**src/rtl/core/afd_pkg.sv**
```systemverilog
// Shared types and constants for the addressed frame deframer.
package afd_pkg;

  // Frame delimiters and header tags.
  localparam logic [7:0] SofByte   = 8'haa;
  localparam logic [7:0] EofByte   = 8'hab;
  localparam logic [7:0] TargetTag = 8'hd0;
  localparam logic [7:0] SourceTag = 8'he0;
  localparam logic [7:0] TagMask   = 8'hf0;

  // Source nibbles that switch checksum mode.
  localparam logic [3:0] SrcCheckOn  = 4'ha;
  localparam logic [3:0] SrcCheckOff = 4'h9;

  // Payload sizing: up to MaxLength bytes per frame.
  localparam int unsigned MaxLength = 16;
  localparam int unsigned IdxW      = $clog2(MaxLength);
  localparam int unsigned LenW      = $clog2(MaxLength + 1);

  // Two payload banks so one frame can be emitted while the next is received.
  localparam int unsigned NumBanks   = 2;
  localparam int unsigned BankW      = $clog2(NumBanks);
  localparam int unsigned AddrW      = BankW + IdxW;
  localparam int unsigned StoreDepth = NumBanks * MaxLength;

  // Frame event queue depth.
  localparam int unsigned EvqDepth = 4;
  localparam int unsigned EvqPtrW  = $clog2(EvqDepth);
  localparam int unsigned EvqCntW  = $clog2(EvqDepth + 1);

  // Parser phases.
  typedef enum logic [2:0] {
    PhHunt    = 3'd0,
    PhTarget  = 3'd1,
    PhSource  = 3'd2,
    PhId      = 3'd3,
    PhLen     = 3'd4,
    PhPayload = 3'd5,
    PhCheck   = 3'd6,
    PhEnd     = 3'd7
  } phase_e;

  // One finished frame (or checksum error) handed to the emitter.
  typedef struct packed {
    logic             status;
    logic [3:0]       dest_id;
    logic [3:0]       src_id;
    logic [7:0]       packet_id;
    logic             checked_mode;
    logic [LenW-1:0]  plen;
    logic [BankW-1:0] bank;
  } frame_evt_t;

  // Payload store write port.
  typedef struct packed {
    logic             en;
    logic [AddrW-1:0] addr;
    logic [7:0]       data;
  } store_wr_t;

  // Emitter status seen by the parser.
  typedef struct packed {
    logic                evq_full;
    logic [NumBanks-1:0] bank_busy;
  } emit_status_t;

  // One result beat.
  typedef struct packed {
    logic            status;
    logic [3:0]      dest_id;
    logic [3:0]      src_id;
    logic [7:0]      packet_id;
    logic            checked_mode;
    logic [IdxW-1:0] payload_index;
    logic [7:0]      payload_byte;
    logic            payload_valid;
    logic            last;
  } result_t;

endpackage

```
**src/rtl/core/afd_parser.sv**
```systemverilog
// Frame parser: header checks, running checksum and payload store writes.
module afd_parser (
  input  logic                  clk_i,
  input  logic                  rst_ni,
  input  logic                  in_valid_i,
  output logic                  in_stall_o,
  input  logic [7:0]            rx_byte_i,
  input  afd_pkg::emit_status_t emit_status_i,
  output logic                  evt_push_o,
  output afd_pkg::frame_evt_t   evt_o,
  output afd_pkg::store_wr_t    store_wr_o
);

  afd_pkg::phase_e                  phase_q, phase_d;
  logic                             no_cks_q, no_cks_d;
  logic [3:0]                       dest_q, dest_d;
  logic [3:0]                       src_q, src_d;
  logic [7:0]                       pid_q, pid_d;
  logic [afd_pkg::LenW-1:0]         len_q, len_d;
  logic [afd_pkg::LenW-1:0]         count_q, count_d;
  logic [7:0]                       sum_q, sum_d;
  logic [afd_pkg::BankW-1:0]        wbank_q, wbank_d;
  logic                             accept;
  logic                             checked;
  logic [afd_pkg::LenW-1:0]         plen;
  logic [afd_pkg::LenW-1:0]         plen_new;
  logic [afd_pkg::LenW-1:0]         count_inc;
  logic                             len_bad;
  logic                             eof_ok;

  // Stall when the event queue cannot take a frame, or when the bank about to
  // receive payload is still being emitted.
  assign in_stall_o = emit_status_i.evq_full ||
                      ((phase_q == afd_pkg::PhPayload) &&
                       emit_status_i.bank_busy[wbank_q]);
  assign accept     = in_valid_i && !in_stall_o;

  // Payload length of the current frame, and of a length byte being received.
  assign checked   = !no_cks_q;
  assign plen      = len_q - afd_pkg::LenW'(checked);
  assign plen_new  = rx_byte_i[afd_pkg::LenW-1:0] - afd_pkg::LenW'(checked);
  assign count_inc = count_q + afd_pkg::LenW'(1);
  assign len_bad   = (rx_byte_i > 8'(afd_pkg::MaxLength)) ||
                     (checked && (rx_byte_i == 8'd0));
  assign eof_ok    = (rx_byte_i == afd_pkg::EofByte);

  // Next state and frame context.
  always_comb begin
    phase_d  = phase_q;
    no_cks_d = no_cks_q;
    dest_d   = dest_q;
    src_d    = src_q;
    pid_d    = pid_q;
    len_d    = len_q;
    count_d  = count_q;
    sum_d    = sum_q;
    wbank_d  = wbank_q;
    if (accept) begin
      unique case (phase_q)
        afd_pkg::PhHunt: begin
          if (rx_byte_i == afd_pkg::SofByte) begin
            sum_d   = rx_byte_i;
            phase_d = afd_pkg::PhTarget;
          end
        end
        afd_pkg::PhTarget: begin
          if ((rx_byte_i & afd_pkg::TagMask) == afd_pkg::TargetTag) begin
            dest_d  = rx_byte_i[3:0];
            sum_d   = sum_q + rx_byte_i;
            phase_d = afd_pkg::PhSource;
          end else begin
            phase_d = afd_pkg::PhHunt;
          end
        end
        afd_pkg::PhSource: begin
          if ((rx_byte_i & afd_pkg::TagMask) == afd_pkg::SourceTag) begin
            src_d = rx_byte_i[3:0];
            if (rx_byte_i[3:0] == afd_pkg::SrcCheckOn) begin
              no_cks_d = 1'b0;
            end else if (rx_byte_i[3:0] == afd_pkg::SrcCheckOff) begin
              no_cks_d = 1'b1;
            end
            sum_d   = sum_q + rx_byte_i;
            phase_d = afd_pkg::PhId;
          end else begin
            phase_d = afd_pkg::PhHunt;
          end
        end
        afd_pkg::PhId: begin
          pid_d   = rx_byte_i;
          sum_d   = sum_q + rx_byte_i;
          phase_d = afd_pkg::PhLen;
        end
        afd_pkg::PhLen: begin
          if (len_bad) begin
            phase_d = afd_pkg::PhHunt;
          end else begin
            len_d   = rx_byte_i[afd_pkg::LenW-1:0];
            sum_d   = sum_q + rx_byte_i;
            count_d = '0;
            if (plen_new != '0) begin
              phase_d = afd_pkg::PhPayload;
            end else if (checked) begin
              phase_d = afd_pkg::PhCheck;
            end else begin
              phase_d = afd_pkg::PhEnd;
            end
          end
        end
        afd_pkg::PhPayload: begin
          sum_d   = sum_q + rx_byte_i;
          count_d = count_inc;
          if (count_inc >= plen) begin
            phase_d = checked ? afd_pkg::PhCheck : afd_pkg::PhEnd;
          end
        end
        afd_pkg::PhCheck: begin
          phase_d = (rx_byte_i != sum_q) ? afd_pkg::PhHunt : afd_pkg::PhEnd;
        end
        afd_pkg::PhEnd: begin
          // A good frame with payload hands its bank to the emitter.
          if (eof_ok && (plen != '0)) begin
            wbank_d = wbank_q + afd_pkg::BankW'(1);
          end
          phase_d = afd_pkg::PhHunt;
        end
        default: begin
          phase_d = afd_pkg::PhHunt;
        end
      endcase
    end
  end

  // Event push and payload store write.
  always_comb begin
    evt_o.status       = 1'b0;
    evt_o.dest_id      = dest_q;
    evt_o.src_id       = src_q;
    evt_o.packet_id    = pid_q;
    evt_o.checked_mode = checked;
    evt_o.plen         = plen;
    evt_o.bank         = wbank_q;
    evt_push_o         = 1'b0;
    store_wr_o.en      = 1'b0;
    store_wr_o.addr    = {wbank_q, count_q[afd_pkg::IdxW-1:0]};
    store_wr_o.data    = rx_byte_i;
    if (accept) begin
      unique case (phase_q)
        afd_pkg::PhPayload: begin
          store_wr_o.en = 1'b1;
        end
        afd_pkg::PhCheck: begin
          if (rx_byte_i != sum_q) begin
            evt_push_o   = 1'b1;
            evt_o.status = 1'b1;
            evt_o.plen   = '0;
          end
        end
        afd_pkg::PhEnd: begin
          evt_push_o = eof_ok;
        end
        default: begin
          evt_push_o = 1'b0;
        end
      endcase
    end
  end

  // Parser registers.
  always_ff @(posedge clk_i or negedge rst_ni) begin
    if (!rst_ni) begin
      phase_q  <= afd_pkg::PhHunt;
      no_cks_q <= 1'b0;
      dest_q   <= '0;
      src_q    <= '0;
      pid_q    <= '0;
      len_q    <= '0;
      count_q  <= '0;
      sum_q    <= '0;
      wbank_q  <= '0;
    end else begin
      phase_q  <= phase_d;
      no_cks_q <= no_cks_d;
      dest_q   <= dest_d;
      src_q    <= src_d;
      pid_q    <= pid_d;
      len_q    <= len_d;
      count_q  <= count_d;
      sum_q    <= sum_d;
      wbank_q  <= wbank_d;
    end
  end

endmodule

```
**src/rtl/core/afd_emitter.sv**
```systemverilog
// Frame emitter: event queue, banked payload store and the result pipeline.
module afd_emitter (
  input  logic                  clk_i,
  input  logic                  rst_ni,
  input  logic                  evt_push_i,
  input  afd_pkg::frame_evt_t   evt_i,
  input  afd_pkg::store_wr_t    store_wr_i,
  output afd_pkg::emit_status_t emit_status_o,
  output logic                  out_valid_o,
  input  logic                  out_stall_i,
  output afd_pkg::result_t      result_o
);

  afd_pkg::frame_evt_t             evq_q [afd_pkg::EvqDepth];
  logic [afd_pkg::EvqPtrW-1:0]     wr_ptr_q, rd_ptr_q;
  logic [afd_pkg::EvqCntW-1:0]     cnt_q, cnt_d;
  logic [afd_pkg::NumBanks-1:0]    busy_q, busy_d;
  logic [7:0]                      store_q [afd_pkg::StoreDepth];
  logic [7:0]                      rd_data_q;
  logic [afd_pkg::IdxW-1:0]        idx_q;
  logic                            s1_valid_q;
  afd_pkg::result_t                s1_q, s1_d;
  logic                            out_valid_q;
  afd_pkg::result_t                out_q, out_d;
  afd_pkg::frame_evt_t             head;
  logic                            evq_empty;
  logic                            out_free;
  logic                            s1_move;
  logic                            issue;
  logic                            head_last;
  logic                            head_has_data;

  assign head          = evq_q[rd_ptr_q];
  assign evq_empty     = (cnt_q == '0);
  assign head_has_data = (head.plen != '0);
  assign head_last     = !head_has_data ||
                         ({1'b0, idx_q} + afd_pkg::LenW'(1) == head.plen);

  // Pipeline advance: the output register, then the read stage behind it.
  assign out_free = !out_valid_q || !out_stall_i;
  assign s1_move  = s1_valid_q && out_free;
  assign issue    = !evq_empty && (!s1_valid_q || s1_move);

  assign emit_status_o.evq_full  = (cnt_q == afd_pkg::EvqCntW'(afd_pkg::EvqDepth));
  assign emit_status_o.bank_busy = busy_q;

  // Result fields for the beat being issued; the byte joins from the store.
  always_comb begin
    s1_d.status        = head.status;
    s1_d.dest_id       = head.dest_id;
    s1_d.src_id        = head.src_id;
    s1_d.packet_id     = head.packet_id;
    s1_d.checked_mode  = head.checked_mode;
    s1_d.payload_index = head_has_data ? idx_q : '0;
    s1_d.payload_byte  = '0;
    s1_d.payload_valid = head_has_data;
    s1_d.last          = head_last;
  end

  // Output beat: read stage fields with the byte read from the store.
  always_comb begin
    out_d              = s1_q;
    out_d.payload_byte = s1_q.payload_valid ? rd_data_q : 8'd0;
  end

  // Queue fill and bank ownership.
  always_comb begin
    cnt_d  = cnt_q;
    busy_d = busy_q;
    if (evt_push_i && !(issue && head_last)) begin
      cnt_d = cnt_q + afd_pkg::EvqCntW'(1);
    end else if (!evt_push_i && issue && head_last) begin
      cnt_d = cnt_q - afd_pkg::EvqCntW'(1);
    end
    if (issue && head_last && head_has_data) begin
      busy_d[head.bank] = 1'b0;
    end
    if (evt_push_i && (evt_i.plen != '0)) begin
      busy_d[evt_i.bank] = 1'b1;
    end
  end

  // Control registers.
  always_ff @(posedge clk_i or negedge rst_ni) begin
    if (!rst_ni) begin
      wr_ptr_q    <= '0;
      rd_ptr_q    <= '0;
      cnt_q       <= '0;
      busy_q      <= '0;
      idx_q       <= '0;
      s1_valid_q  <= 1'b0;
      out_valid_q <= 1'b0;
    end else begin
      cnt_q  <= cnt_d;
      busy_q <= busy_d;
      if (evt_push_i) begin
        wr_ptr_q <= wr_ptr_q + afd_pkg::EvqPtrW'(1);
      end
      if (issue) begin
        if (head_last) begin
          rd_ptr_q <= rd_ptr_q + afd_pkg::EvqPtrW'(1);
          idx_q    <= '0;
        end else begin
          idx_q <= idx_q + afd_pkg::IdxW'(1);
        end
      end
      s1_valid_q  <= issue || (s1_valid_q && !s1_move);
      out_valid_q <= s1_move || (out_valid_q && out_stall_i);
    end
  end

  // Event queue entries.
  always_ff @(posedge clk_i) begin
    if (evt_push_i) begin
      evq_q[wr_ptr_q] <= evt_i;
    end
  end

  // Payload store: one write port from the parser, one registered read port.
  always_ff @(posedge clk_i) begin
    if (store_wr_i.en) begin
      store_q[store_wr_i.addr] <= store_wr_i.data;
    end
    if (issue) begin
      rd_data_q <= store_q[{head.bank, idx_q}];
    end
  end

  // Read stage and output register payload.
  always_ff @(posedge clk_i) begin
    if (issue) begin
      s1_q <= s1_d;
    end
    if (s1_move) begin
      out_q <= out_d;
    end
  end

  assign out_valid_o = out_valid_q;
  assign result_o    = out_q;

endmodule

```
**src/rtl/core/addressed_frame_deframer_core.sv**
```systemverilog
// Top level of the addressed frame deframer.
// Takes one received byte per beat and, at a good end byte (or at a mismatching
// checksum byte), gives the frame's payload as one result beat per byte (a
// single beat for an empty payload or a checksum mismatch), last marked on the
// final beat. Input bytes are taken one per cycle; the input stalls only when
// the four-entry frame queue is full or when a frame's payload would land in a
// store bank whose earlier frame is still being emitted. Results leave at one
// per cycle while out_stall_i is low, behind a two-stage pipeline (store read,
// output register).
module addressed_frame_deframer_core (
  input  logic       clk_i,
  input  logic       rst_ni,
  input  logic       in_valid_i,
  output logic       in_stall_o,
  input  logic [7:0] rx_byte_i,
  output logic       out_valid_o,
  input  logic       out_stall_i,
  output logic       status_o,
  output logic [3:0] dest_id_o,
  output logic [3:0] src_id_o,
  output logic [7:0] packet_id_o,
  output logic       checked_mode_o,
  output logic [3:0] payload_index_o,
  output logic [7:0] payload_byte_o,
  output logic       payload_valid_o,
  output logic       last_o
);

  afd_pkg::emit_status_t emit_status;
  afd_pkg::frame_evt_t   evt;
  afd_pkg::store_wr_t    store_wr;
  afd_pkg::result_t      result;
  logic                  evt_push;

  // Header and checksum parsing.
  afd_parser u_parser (
    .clk_i         (clk_i),
    .rst_ni        (rst_ni),
    .in_valid_i    (in_valid_i),
    .in_stall_o    (in_stall_o),
    .rx_byte_i     (rx_byte_i),
    .emit_status_i (emit_status),
    .evt_push_o    (evt_push),
    .evt_o         (evt),
    .store_wr_o    (store_wr)
  );

  // Result emission.
  afd_emitter u_emitter (
    .clk_i         (clk_i),
    .rst_ni        (rst_ni),
    .evt_push_i    (evt_push),
    .evt_i         (evt),
    .store_wr_i    (store_wr),
    .emit_status_o (emit_status),
    .out_valid_o   (out_valid_o),
    .out_stall_i   (out_stall_i),
    .result_o      (result)
  );

  assign status_o        = result.status;
  assign dest_id_o       = result.dest_id;
  assign src_id_o        = result.src_id;
  assign packet_id_o     = result.packet_id;
  assign checked_mode_o  = result.checked_mode;
  assign payload_index_o = result.payload_index;
  assign payload_byte_o  = result.payload_byte;
  assign payload_valid_o = result.payload_valid;
  assign last_o          = result.last;

endmodule
```
**config.mk**
```make
export PLATFORM = sky130hd
export DESIGN_NAME = addressed_frame_deframer_core
export DESIGN_NICKNAME = d
export VERILOG_FILES = /design/src/rtl/core/afd_pkg.sv /design/src/rtl/core/afd_parser.sv /design/src/rtl/core/afd_emitter.sv /design/src/rtl/core/addressed_frame_deframer_core.sv
export SDC_FILE = /design/constraint.sdc
export NUM_CORES = 1
export LEC_CHECK = 0
export ABC_CLOCK_PERIOD_IN_PS = 4600
export BUFFER_PORTS_ARGS = -buffer_cell sky130_fd_sc_hd__buf_4
export CAP_MARGIN = 20
export CORE_MARGIN = 4
export CORE_UTILIZATION = 45
export DETAILED_ROUTE_END_ITERATION = 8
export HOLD_SLACK_MARGIN = 0.12
export PLACE_DENSITY = 0.64
export SLEW_MARGIN = 20
export SYNTH_ARGS = -nofsm -noshare
export SYNTH_HDL_FRONTEND = slang
export SYNTH_SLANG_ARGS = --single-unit
```
**constraint.sdc**
```tcl
create_clock -name clk_i -period 4.6 [get_ports clk_i]
set_clock_uncertainty 0.2 [all_clocks]
set_input_delay 0.46 -clock clk_i [delete_from_list [all_inputs] [get_ports clk_i]]
set_output_delay 0.46 -clock clk_i [all_outputs]
set_load 0.02 [all_outputs]
```
==> results.tsv <==
metric	value	unit
outcome	finished clean	
fmax	0.2871	GHz
final instance area	21510	µm²
top cell type's share of synthesized area	66.75	%
Post-layout nets	1115	
synth cell count leaders	416 x edfxtp_1, 103 x mux4_2, 62 x nor2_1, 54 x dfrtp_1, 34 x nand2_1	
Post-synth EDFFs	416	
Worst-Margin Slew	1.025	ns
die area	44920	µm²
crit-path max FO	15	
CTS clk-pin slew, worst paths	0.06	ns
post-synth top area cell	edfxtp_1	
critical path data arrival time	3.74	ns
Wirelength per Cell	22.60	µm
first-pass GRT wire length	57760	µm
CTS tree	built	
reg2reg path depth	8	
remaining global-route overflow	0	
Fillers	3226	
Post-Syn Area per Cell	19.27	µm²
number of global-route vias before repair	9385	
Area contributors post-synth	edfxtp_1 67%, mux4_2 12%, dfrtp_1 7.2%	
1st-iter DRT viols	794	
num rows	74	
Post-CTS Setup Bufs	0	
syn_nets	1008	
final setup margin	1.117	ns
async set-reset flop share out of synthesis	11.49	%
# IOs	46	
pin count of the biggest net entering global routing	66	
final worst-path cycle share	75.72	%
CP endpoint kind	flip-flop	
worst path cell trace	dlygate4sd3_1 -> buf_4 -> ha_1 -> nor3_1 -> a311o_1 -> a21oi_1 -> o211ai_2 -> fa_1 -> mux2_4	
half-perimeter wire length after placement	22310	µm
Hold WC Path Type	in2reg	
final core occ	52.44	%
endpoints failing hold	0	
post-CTS resize count	0	
leak pwr	0.007300	µW
Area after DPL	19930	µm²
total negative setup slack	0	ns
clk_lat worst skew	0.58	ns
Slew Viols, Final	0	
CTS Buf Count	48	
Most used DFF post-synth	edfxtp_1	
Tmin final	3.483	ns
Tot Pwr	12600	µW
RSZ-0062 raised after global routing	false	
antenna cell count	0	
Multi-input gate area	4634	µm²
Peak VDD IR	0.3946	mV
PD cells	586.0	nW/µm²
Layout area overhead	14.92	%
I/O Buffers	45	
Hold Crit Depth	1	
share of cells above drive strength 1	27.17	%
Critical Path RT	4.86	ns
# H-tree levels	2	
register area	13850	µm²
core area	41020	µm²
Antenna Nets Post-Route	0	
critical path launch point type	primary input	
Max-slew headroom	31.52	%
WS Path Type	in2reg	
drt total wl	37220	µm
Max Cap Viol	0	
post-synthesis register bit count	470	
Netlist cell types	61	
1st-pass router iterations	4	
# setup viols final	0	
worst slack at placement	0.9180	ns
DR vias/cell	5.497	
DRC violations left	0	
die width	211.9	µm
deepest clock path buffer count	3	
Largest stage delay, worst path	0.61	ns
mapped cell area	18720	µm²
count leader, synth	edfxtp_1	
clock sinks	470	
post-synthesis sequential area ratio	73.97	%
Total GRT Usage	17.14	%
antenna violations before repair	0	
clk root buf	clkbuf_16	
Slowest cell on crit path	a21oi_1	
total number of vias	9054	
Die H	211.9	µm
RePlAce Congestion	0.7797	
Ys Warns	0	
Gate Count Post-Synth	971	
Starting Density	45.63	%
-- cell usage in the layout (no fill, tap or decap), types with 4 or more instances in the layout --
cell type and instances:
nor2_1 62, mux2_2 26, clkinv_1 9, xor2_1 11
o21a_1 4, mux4_2 103, buf_4 91, mux2i_1 5
ha_1 23, nor2b_1 7, dlygate4sd3_1 6, o21ai_0 26
nand2_1 34, inv_1 21, clkbuf_1 12, clkinv_2 7
a31oi_1 4, edfxtp_1 416, a21oi_1 14, nand3_1 14
nand3b_1 4, xnor2_1 11, clkbuf_16 49, dfrtp_1 52
nor3_1 11, and2_1 17, nand2b_1 8
-- registers in the layout, summed over array words and instances (netlist names) --
name / cells
u_emitter.out_d: 24
u_emitter.wr_ptr_q: 2
u_emitter.cnt_q: 3
u_emitter.out_valid_o: 1
u_emitter.result_o: 32
u_parser.no_cks_q: 1
u_parser.dest_q: 4
u_parser.phase_q: 3
u_parser.wbank_q: 1
u_emitter.s1_valid_q: 1
u_parser.len_q: 5
u_emitter.rd_data_q: 8
u_emitter.busy_q: 2
u_emitter.evq_q: 96
u_emitter.idx_q: 4
u_parser.count_q: 5
u_parser.pid_q: 8
u_emitter.rd_ptr_q: 2
u_emitter.store_q: 256
u_parser.src_q: 4
u_parser.sum_q: 8
-- path summary, 6_finish.rpt --
kind                                            start                        to  slack (ns)
worst max-delay path                     rx_byte_i[2]        u_emitter.cnt_q[1]        1.12
worst min-delay path                     rx_byte_i[7]  u_emitter.store_q[30][7]        0.17
worst max register to register  u_emitter.rd_ptr_q[0]        u_emitter.cnt_q[1]        1.16
worst min register to register    u_emitter.out_d[10]    u_emitter.result_o[10]        0.22
max in group asynchronous                      rst_ni        u_emitter.idx_q[0]        3.30
min in group asynchronous                      rst_ni         u_parser.src_q[0]        0.34
-- power by group --
group / total (µW) / switching, µW / internal (µW)
sequential: 5640 / 335 / 5300
combinational: 3220 / 1670 / 1550
clock: 3740 / 1580 / 2160
-- worst max-delay path: cells and delay by family --
kind,cells,cell delay (ns)
compound gates,3,1.29
fa+ha+maj,2,0.87
buf+inv,2,0.74
mux,1,0.27
simple gates,1,0.09
-- area by class of cell --
class	count	share of cell area, %
timing repair buffer	98	3.549
inverter	22	0.3839
clock inverter	24	1.001
sequential	470	64.39
tap	532	3.095
multi-input combinational	438	21.55
clock buffer	63	6.038
-- logic make-up after synthesis --
kind of cell / share of synthesized area [%]
flip-flops: 73.97
AND/OR/NAND/NOR: 4.820
multiplexers: 14.45
AO/OA/AOI/OAI: 2.654
buffers and inverters: 1.330
adder cells (fa/ha/maj): 1.752
XOR/XNOR: 1.030
-- metrics by stage --
step           hold WS [ns]  instances
2_1_floorplan      -0.03559        971
3_3_place_gp         0.2005       1554
3_5_place_dp         0.2045       1554
4_1_cts              0.1385       1647
5_1_grt              0.1572       1647
6_report             0.1667       1647
-- metal layers --
layer / share of wire, % / vias up / global-route usage, %
met5: 0 / - / 0
met4: 2.3 / 0 / 4.762
met3: 5.8 / 55 / 4.461
met2: 46 / 212 / 25.76
met1: 46 / 4704 / 25.19
li1: - / 4083 / -
-- timing repair --
item / CTS / global route
endpoints found under the setup margin: 0 / 0
endpoints found under the hold margin: 114 / 0
hold buffers: 6 / 0
(Power assumes the default switching activity.)
